File: src/hdl/hms_pkg.sv
// ----------------------------------------------------------------------------
// hms_pkg
// Shared types, constants and helpers for the HHMMSS line to seconds block.
// ----------------------------------------------------------------------------
`default_nettype none

package hms_pkg;

	// line framing bytes and digit bounds
	localparam logic [7:0] BYTE_LF    = 8'd10;
	localparam logic [7:0] BYTE_CR    = 8'd13;
	localparam logic [7:0] BYTE_NUL   = 8'd0;
	localparam logic [7:0] ASCII_ZERO = 8'h30;
	localparam logic [7:0] ASCII_NINE = 8'h39;

	// line length limits
	localparam int          LINE_LEN  = 6;
	localparam logic [2:0]  LEN_OK    = 3'd6;
	localparam logic [2:0]  COUNT_MAX = 3'd7;

	// range limits and scale factors
	localparam logic [6:0]  HOURS_MAX      = 7'd23;
	localparam logic [6:0]  MINSEC_MAX     = 7'd59;
	localparam logic [16:0] SECS_PER_HOUR  = 17'd3600;
	localparam logic [16:0] SECS_PER_MIN   = 17'd60;

	// result status codes
	typedef enum logic [1:0] {
		ST_OK    = 2'd0,
		ST_LEN   = 2'd1,
		ST_DIGIT = 2'd2,
		ST_VALUE = 2'd3
	} hms_status_t;

	typedef logic [3:0] hms_digit_t;

	// running state of the line being collected
	typedef struct packed {
		logic [2:0]                  count;
		logic                        ended_by_zero;
		logic                        nondigit_seen;
		hms_digit_t [LINE_LEN-1:0]   digits;
	} hms_line_t;

	// two decimal digits to a value 0..99
	function automatic logic [6:0] pair_value(input hms_digit_t hi, input hms_digit_t lo);
		pair_value = {3'b000, hi} * 7'd10 + {3'b000, lo};
	endfunction

endpackage

`default_nettype wire

File: src/hdl/hms_line_acc.sv
// ----------------------------------------------------------------------------
// hms_line_acc
// Collects the bytes of one line: length count, terminator and digit flags,
// and the digit values of the first six characters. Count and flags are cleared by every line end.
// ----------------------------------------------------------------------------
`default_nettype none

module hms_line_acc
	import hms_pkg::*;
(
	input  wire logic        clk,
	input  wire logic        arst_n,
	input  wire logic        take,
	input  wire logic [7:0]  byte_in,
	output hms_line_t        line
);

	hms_line_t line_q;
	hms_line_t line_nxt;
	logic      is_end;
	logic      is_digit;

	assign is_end   = (byte_in == BYTE_LF) || (byte_in == BYTE_CR);
	assign is_digit = (byte_in >= ASCII_ZERO) && (byte_in <= ASCII_NINE);

	// next line state for the byte in stage one
	always_comb begin
		line_nxt = line_q;
		if (is_end) begin
			line_nxt.count         = '0;
			line_nxt.ended_by_zero = 1'b0;
			line_nxt.nondigit_seen = 1'b0;
		end else if (!line_q.ended_by_zero) begin
			if (byte_in == BYTE_NUL) begin
				line_nxt.ended_by_zero = 1'b1;
			end else begin
				if (line_q.count < LEN_OK) begin
					if (is_digit) begin
						for (int i = 0; i < LINE_LEN; i++) begin
							if (line_q.count == 3'(i)) begin
								line_nxt.digits[i] = byte_in[3:0];
							end
						end
					end else begin
						line_nxt.nondigit_seen = 1'b1;
					end
				end
				if (line_q.count != COUNT_MAX) begin
					line_nxt.count = line_q.count + 3'd1;
				end
			end
		end
	end

	// line state register
	always_ff @(posedge clk or negedge arst_n) begin
		if (!arst_n) begin
			line_q <= '0;
		end else if (take) begin
			line_q <= line_nxt;
		end
	end

	assign line = line_q;

endmodule

`default_nettype wire

File: src/hdl/hms_eval.sv
// ----------------------------------------------------------------------------
// hms_eval
// Checks a finished line in order (length, digits, range, nonzero) and
// forms the status and the total in seconds.
// ----------------------------------------------------------------------------
`default_nettype none

module hms_eval
	import hms_pkg::*;
(
	input  wire hms_line_t     line,
	output hms_status_t        status,
	output logic [16:0]        total_seconds
);

	logic [6:0]  hours;
	logic [6:0]  minutes;
	logic [6:0]  seconds;
	logic [16:0] sum;

	assign hours   = pair_value(line.digits[0], line.digits[1]);
	assign minutes = pair_value(line.digits[2], line.digits[3]);
	assign seconds = pair_value(line.digits[4], line.digits[5]);

	// constant-scaled sum, only meaningful once the range check passes
	assign sum = {10'd0, hours} * SECS_PER_HOUR + {10'd0, minutes} * SECS_PER_MIN
		+ {10'd0, seconds};

	// checks in priority order
	always_comb begin
		status        = ST_OK;
		total_seconds = '0;
		if (line.count != LEN_OK) begin
			status = ST_LEN;
		end else if (line.nondigit_seen) begin
			status = ST_DIGIT;
		end else if (hours > HOURS_MAX || minutes > MINSEC_MAX || seconds > MINSEC_MAX) begin
			status = ST_VALUE;
		end else if (sum == '0) begin
			status = ST_VALUE;
		end else begin
			total_seconds = sum;
		end
	end

endmodule

`default_nettype wire

File: src/hdl/hhmmss_line_to_seconds.sv
// ----------------------------------------------------------------------------
// hhmmss_line_to_seconds
// Path: a line end byte is registered in stage one, and its result in the output register once that is free.
// Throughput: one byte per cycle; input stalls only while a result is held
// in stage one and the output register is full and stalled.
// Reset: arst_n clears the line state and both valid flags asynchronously.
// ----------------------------------------------------------------------------
`default_nettype none

module hhmmss_line_to_seconds
	import hms_pkg::*;
(
	input  wire logic         clk,
	input  wire logic         arst_n,
	input  wire logic         in_valid,
	output logic              in_stall,
	input  wire logic [7:0]   rx_byte,
	output logic              out_valid,
	input  wire logic         out_stall,
	output logic [1:0]        status,
	output logic [16:0]       total_seconds
);

	logic          rx_valid_s1;
	logic [7:0]    rx_byte_s1;
	logic          end_s1;
	logic          out_free;
	logic          advance;
	logic          in_take;
	hms_line_t     line;
	hms_status_t   eval_status;
	logic [16:0]   eval_total;
	logic          out_valid_q;
	hms_status_t   status_q;
	logic [16:0]   total_q;

	// stage one can move on unless it holds a line end facing a full and stalled output
	assign end_s1   = (rx_byte_s1 == BYTE_LF) || (rx_byte_s1 == BYTE_CR);
	assign out_free = !out_valid_q || !out_stall;
	assign advance  = !end_s1 || out_free;
	assign in_stall = rx_valid_s1 && !advance;
	assign in_take  = in_valid && !in_stall;

	// input register
	always_ff @(posedge clk or negedge arst_n) begin
		if (!arst_n) begin
			rx_valid_s1 <= 1'b0;
		end else if (in_take) begin
			rx_valid_s1 <= 1'b1;
		end else if (advance) begin
			rx_valid_s1 <= 1'b0;
		end
	end

	always_ff @(posedge clk) begin
		if (in_take) begin
			rx_byte_s1 <= rx_byte;
		end
	end

	// running line state
	hms_line_acc u_line_acc (
		.clk     (clk),
		.arst_n  (arst_n),
		.take    (rx_valid_s1 && advance),
		.byte_in (rx_byte_s1),
		.line    (line)
	);

	// line checks and seconds total
	hms_eval u_eval (
		.line          (line),
		.status        (eval_status),
		.total_seconds (eval_total)
	);

	// result register
	always_ff @(posedge clk or negedge arst_n) begin
		if (!arst_n) begin
			out_valid_q <= 1'b0;
		end else if (rx_valid_s1 && end_s1 && out_free) begin
			out_valid_q <= 1'b1;
		end else if (!out_stall) begin
			out_valid_q <= 1'b0;
		end
	end

	always_ff @(posedge clk) begin
		if (rx_valid_s1 && end_s1 && out_free) begin
			status_q <= eval_status;
			total_q  <= eval_total;
		end
	end

	assign out_valid     = out_valid_q;
	assign status        = status_q;
	assign total_seconds = total_q;

	// a good result always carries a nonzero total
	assert property (@(posedge clk) disable iff (!arst_n)
		out_valid_q && status_q == ST_OK |-> total_q != '0)
		else $error("ok result with zero total");

	// an error result always carries a zero total
	assert property (@(posedge clk) disable iff (!arst_n)
		out_valid_q && status_q != ST_OK |-> total_q == '0)
		else $error("error result with nonzero total");

	// a line end clears the line count
	assert property (@(posedge clk) disable iff (!arst_n)
		rx_valid_s1 && end_s1 && out_free |=> line.count == '0)
		else $error("line state not cleared after line end");

	// input stalls only behind a held line end and a blocked output
	assert property (@(posedge clk) disable iff (!arst_n)
		in_stall |-> rx_valid_s1 && end_s1 && out_valid_q)
		else $error("input stalled without a blocked result");

endmodule

`default_nettype wire
File: config.mk
export PLATFORM = sky130hd
export DESIGN_NAME = hhmmss_line_to_seconds
export DESIGN_NICKNAME = d
export VERILOG_FILES = /design/src/hdl/hms_pkg.sv /design/src/hdl/hms_line_acc.sv /design/src/hdl/hms_eval.sv /design/src/hdl/hhmmss_line_to_seconds.sv
export SDC_FILE = /design/constraint.sdc
export NUM_CORES = 1
export LEC_CHECK = 0
export ABC_AREA = 1
export ABC_CLOCK_PERIOD_IN_PS = 8100
export BUFFER_PORTS_ARGS = -buffer_cell sky130_fd_sc_hd__buf_2
export CAP_MARGIN = 20
export CORE_ASPECT_RATIO = 0.75
export CORE_MARGIN = 3
export CORE_UTILIZATION = 42
export DETAILED_ROUTE_END_ITERATION = 16
export PLACE_DENSITY = 0.67
export SYNTH_ARGS = -nofsm -noshare
export SYNTH_HDL_FRONTEND = slang
export SYNTH_SLANG_ARGS = --single-unit
File: constraint.sdc
create_clock -name clk -period 8.1 [get_ports clk]
set_input_delay 0.81 -clock clk [delete_from_list [all_inputs] [get_ports clk]]
set_output_delay 0.81 -clock clk [all_outputs]
set_load 0.05 [all_outputs]
# [Word-level counts from Yosys, hierarchy flattened]
# Index checks and enable logic that the tools add are counted.
[word_totals] inputBits=12 ff_bits=58 out_inout_bits=21
[op_classes] mul=5 mux=22 n_reduce_logical=31 bitwise=3 magnitude_cmp=6 eq_ne=13 addsub=6
[op_table] op="2-to-1 mux 25 bit" n=2
[op_table] op="AND reduction 7 bit" n=6
[op_table] op="2-to-1 mux 29 bit" n=1
[op_table] op="2-to-1 mux 24 bit" n=1
[op_table] op="2-to-1 mux 4 bit" n=6
[op_table] op="adder 7 x 4 -> 7 bit" n=3
[op_table] op="multiplier 4 x 3 -> 6 bit (second input constant)" n=3
[op_table] op="adder 17 x 13 -> 17 bit" n=1
[op_table] op="adder 17 x 7 -> 17 bit" n=1
[op_table] op="logical NOT 17 bit" n=1
[op_table] op="== test 8 x 4 -> 1 bit (second input constant)" n=2
[op_table] op="> comparator 7 x 6 -> 1 bit (second input constant)" n=2
[op_table] op="multiplier 7 x 8 -> 13 bit (second input constant)" n=1
[op_table] op="multiplier 7 x 4 -> 11 bit (second input constant)" n=1
[op_table] op="greater-or-equal comparator 8 x 6 -> 1 bit (second input constant)" n=1
[op_table] op="<= comparator 8 x 6 -> 1 bit (second input constant)" n=1
[op_table] op="logical NOT 8 bit" n=1
[op_table] op="> comparator 7 x 5 -> 1 bit (second input constant)" n=1
[op_table] op="== test 3 x 2 -> 1 bit (second input constant)" n=2
[op_table] op="== test 3 bit (second input constant)" n=2
[op_table] op="logical AND 1 bit" n=6
[op_table] op="2-to-1 mux 1 bit" n=6
[op_table] op="2-to-1 mux 2 bit" n=3
[op_table] op="2-to-1 mux 3 bit" n=2
[op_table] op="other kinds (15)" n=30

# [Logic depth before layout (Yosys ltp)]
[logic_depth] ltp_word=9 mapped_depth=34 ltp_nobuf=34

# [Modules after synthesis]
# From an unflattened synthesis, not the netlist that was laid out.
[hier_totals] hier_cells=763 hier_area_um2=6097.1
[modules_own_cells] mod="hms_eval" area_per_inst_um2=3343.2 n_inst=1 cells_each=504
[modules_own_cells] mod="hms_line_acc" area_per_inst_um2=1762.9 n_inst=1 cells_each=206
[modules_own_cells] mod="hhmmss_line_to_seconds" area_per_inst_um2=991.0 n_inst=1 cells_each=53

# [Worst setup path after synthesis]
# No wires, ideal clock.
[synth_path] path_kind="register -> register" start="register u_line_acc.line_q (netlist bit u_line_acc.line[8])" end="register total_q[13], in the netlist total_seconds[13] (data pin)" arrival_time_ps=5392 period_less_slack_ps=5644 path_slack_ps=2456 t_required_ps=7848 setup_time_ps=252 path_stages_with_launch=31 path_cell_list="dfrtp_1 > ha_1 > ha_1 > xnor2_1 > inv_1 > fa_1 > fa_1 > inv_1 > ha_1 > a21oi_1 > nand2_1 > a21o_1 > a21oi_1 > nor2_1 > o21ai_0 > nand2_1 > xor2_1 > ha_1 > ha_1 > nand2_1 > nor2_1 > nand3_1 > nand3_1 > nand2_1 > nand2_1 > nand3_1 > nor2_1 > nand3_1 > nand3_2 > buf_6 > nor2_1"
[synth_via] elab_chain_cells=7 word_cells_on_any_way=10 cone_classes="add/sub: 3; mul: 2; order compare: 1; reduce/logical: 4"
[synth_lines] element="start: declaration" line_no="hms_line_acc.sv:18" rtl="hms_line_t line_q;"
[synth_lines] element="start signal: assignment" line_no="hms_line_acc.sv:60" rtl="line_q <= line_nxt;"
[synth_lines] element="multiplier 4 x 3 -> 6 bit *" line_no="hms_pkg.sv:47" rtl="pair_value = {3'b000, hi} * 7'd10 + {3'b000, lo};"
[synth_lines] element="adder 7 x 4 -> 7 bit *" line_no="hms_pkg.sv:47"
[synth_lines] element="multiplier 7 x 4 -> 11 bit" line_no="hms_eval.sv:26" rtl="assign sum = {10'd0, hours} * SECS_PER_HOUR + {10'd0, minutes} * SECS_PER_MIN"
[synth_lines] element="adder 17 x 13 -> 17 bit" line_no="hms_eval.sv:26"
[synth_lines] element="adder 17 x 7 -> 17 bit" line_no="hms_eval.sv:27" rtl="+ {10'd0, seconds};"
[synth_lines] element="logical NOT 17 bit" line_no="hms_eval.sv:39" rtl="end else if (sum == '0) begin"
[synth_lines] element="OR reduction 4 bit (no source line)"
[synth_lines] element="end signal: assignment" line_no="hhmmss_line_to_seconds.sv:91" rtl="total_q <= eval_total;"
[synth_lines] element="end: declaration" line_no="hhmmss_line_to_seconds.sv:35" rtl="logic [16:0] total_q;"
# Mark *: on every way between the ends. The rest lies on a longest branch, timed or not.
# A chain may end at the register's enable or synchronous reset.

# [Final worst setup path]
[layout_path] start="register u_line_acc.line_q (netlist bit u_line_acc.line[8])" end="register total_q[14], in the netlist total_seconds[14] (data pin)"
# Same word-level chain as after synthesis.

==> run metrics <==
reg-to-reg slack, setup ~1800 ps; cts-stage hold buffer count 0; Pwr Total 951.9 µW; CTS sink cnt 58; vias per cell 4.898; startpoint type of the worst setup path register; CP startpoint u_line_acc.line[8]$_DFFE_PN0P_; maximum VDD drop 0.09546 mV; via count between 4000 and 5000; Initial Util 43.42%; initial antenna violation count 0; Crit Path Class register to register; Max Root-Sink Buffers 2; RSZ-0062 raised after global routing no; R2R cell count 29; met3 GRT Util between 3 and 4%; Hold Violations, Final 0; yosys warns 0; Gate Count Post-Synth ~670; TritonCTS clock tree built; Max Clk Rate ~0.16 GHz; I/O pin total 33; Area Overhead vs Synth 12.51%; largest net degree at the start of global routing 32; dominant synthesized flop cell dfrtp_1; initial DRC count roughly 270; share of cells above drive strength 1 under 10%; Worst setup EP type register; port buffer count 32; 1st-pass router iterations 5; worst hold path type register to register; first-pass GRT wire length ~19 mm; Worst R2R End total_seconds[14]$_SDFFCE_PP0P_; postcts setup bufs 0; Setup Viol. Count Final 0; dpl hpwl slightly above 9 mm; #FFs+latches synth between 50 and 60; Yosys cell types 30; Total Wirelength ~11 mm; Die Y 104.2 µm; RR Startpoint u_line_acc.line[8]$_DFFE_PN0P_; DP Cell Count between 800 and 900; grt peak-use layer met2; grt total ovfl 0; WP depth 29; Leak Pwr 0.003325 µW; grt met2 use about 25%; Setup Skew slightly below 9 ps; Setup TNS 0 ps; DIE WIDTH approximately 140 µm; clock insertion delay at the later pin of the skew report between 300 and 400 ps; Pwr Density roughly 160 mW/mm²; Worst path slowest cell fa_1; Synth Net Count 790; All-Layer GR Usage 16.89%; DP Area between 0.005 and 0.006 mm²; clk root buf clkbuf_16; die area 0.01427 mm²; Async S/R FF share, synth a little over half; Post-DRT Antenna Nets 0; Clk pin slew, worst setup/hold paths 50 ps; fin. max-slew vios 0; register area between 0.0015 and 0.002 mm²; Core Area 0.01244 mm²; Least-Margin Pin Slew just over 700 ps; Rows 35; Final Instance Count excl. Fillers just under 900; Final min period ~6300 ps; footprint of the multi-input gates approximately 0.0033 mm²; CP endpoint total_seconds[14]$_SDFFCE_PP0P_; routed wire length per instance between 10 and 15 µm; total CTS buffers 9; vias in the first global route just over 4000; Slew HR approximately half; DRC 0; Max-Cap Viols 0; CP Buf/Inv Count 2; nets 832; Req. time, crit path ~8200 ps; post-route cell area between 0.006 and 0.007 mm²; Cell Area, Synth 0.005400 mm²; Post-synth EDFFs 27; met1 Track Usage GR between 20% and 30%; H-tree levels 3; Max stage delay on crit path 510 ps; critical path's top delay family adder cells; outcome finished, final reports clean; total inserted antenna cells 0; GPL Wtd Cong roughly 0.88; Util after Layout 48.85%; Mean Syn Cell Area slightly above 8 µm²; Seq/Total Area, Yosys around 29%; Worst Path Max Fanout 17; # fillers 1198; Arr. time, crit path ~6300 ps; final worst-path cycle share 77.42%; number of cells upsized or downsized after cts 0
==> worst reg2reg max path: cells and delay by family, from the launching register on <==
family | cells | cell delay, ps
xor gates and xnor gates | 2 | 470
buffers and inverters | 2 | 210
DFF | 1 | 410
adders and majority gates | 7 | 2710
AOI/OAI and AO/OA | 4 | 670
and+or+nand+nor | 14 | 1560
==> stage by stage <==
step	worst slack (ps)	hold WS, ps
after floorplan	2456	457.0
after global placement	2005	470.7
after detailed placement	1868	487.3
after CTS	1830	500.0
after global routing	1260	522.9
final	1829	499.8
==> cell type report <==
type | instances | share of cell area [%]
timing repair buffer | 33 | 2.759
clock buffer | 12 | 4.057
clock inverter | 4 | 1.256
multi-input combinational | 478 | 54.37
tap | 166 | 3.418
inverter | 130 | 8.031
sequential | 58 | 26.11
==> worst min-delay path by stage <==
stage                                    startpoint                              end  slack [ps]  cells past startpoint
finish              u_line_acc.line[23]$_DFFE_PN0P_  u_line_acc.line[23]$_DFFE_PN0P_         500                      2
global route        u_line_acc.line[21]$_DFFE_PN0P_  u_line_acc.line[21]$_DFFE_PN0P_         520                      2
CTS                 u_line_acc.line[23]$_DFFE_PN0P_  u_line_acc.line[23]$_DFFE_PN0P_         500                      2
detailed placement  u_line_acc.line[23]$_DFFE_PN0P_  u_line_acc.line[23]$_DFFE_PN0P_         490                      2
global placement              out_valid$_DFFE_PN0P_            out_valid$_DFFE_PN0P_         470                      2
floorplan           u_line_acc.line[13]$_DFFE_PN0P_  u_line_acc.line[13]$_DFFE_PN0P_         460                      2
==> report_power, final <==
group	switching (µW)	leakage, µW	internal (µW)
combinational	132	0.00251	73.1
clock	133	0.000153	278
sequential	13.3	0.000661	322
total	279	0.00333	673
==> registers in the layout, indices dropped and copies added (netlist names) <==
signal           cells
u_line_acc.line     29
status               2
rx_valid_s1          1
rx_byte_s1           8
total_seconds       17
out_valid            1
==> layout by cell type, fill, tap and decap left out, types with 2 or more instances in the layout <==
cell       instances
nand4_1           12
nand2_1          161
dfrtp_1           31
nor2_1            51
ha_1              89
xnor2_1           11
o21ai_0           32
a21oi_1           22
xor2_1            18
and2_1             2
inv_1            130
nand3b_1           2
clkbuf_16          9
nand3_1           36
nor3_1             4
clkbuf_1           2
o21bai_1           4
fa_1              21
edfxtp_1          27
o22ai_1            2
bufinv_16          2
buf_2             32
==> kinds of logic (layout without fill, tap and decap cells) <==
family / after synthesis / count (layout) / synth area share [%]
buf+inv: 132 / 179 / 9.453
fa+ha+maj: 110 / 110 / 28.41
flops: 58 / 58 / 29.38
xor+xnor: 30 / 30 / 5.005
simple gates: 275 / 275 / 21.50
mux: 1 / 1 / 0.1854
compound gates: 62 / 62 / 6.071
==> cell usage after synthesis, drive strengths merged, types with 5 or more instances <==
cell | number | area share [%]
nand2 | 162 | 11
fa | 21 | 7.8
o21ai | 32 | 3.0
inv | 130 | 9.0
xnor2 | 11 | 1.8
nor3 | 5 | 0.67
xor2 | 19 | 3.2
nand3 | 37 | 3.5
ha | 89 | 21
a21oi | 22 | 2.0
nor2 | 53 | 3.9
nand4 | 12 | 1.4
edfxtp | 27 | 15
dfrtp | 31 | 14
==> per-layer routing <==
layer / part of all wire, % / up-vias
li1: - / 2218
met1: 51 / 2011
met2: 43 / 74
met3: 4.0 / 12
met4: 1.1 / 0
met5: 0 / -
(Power assumes the default switching activity.)
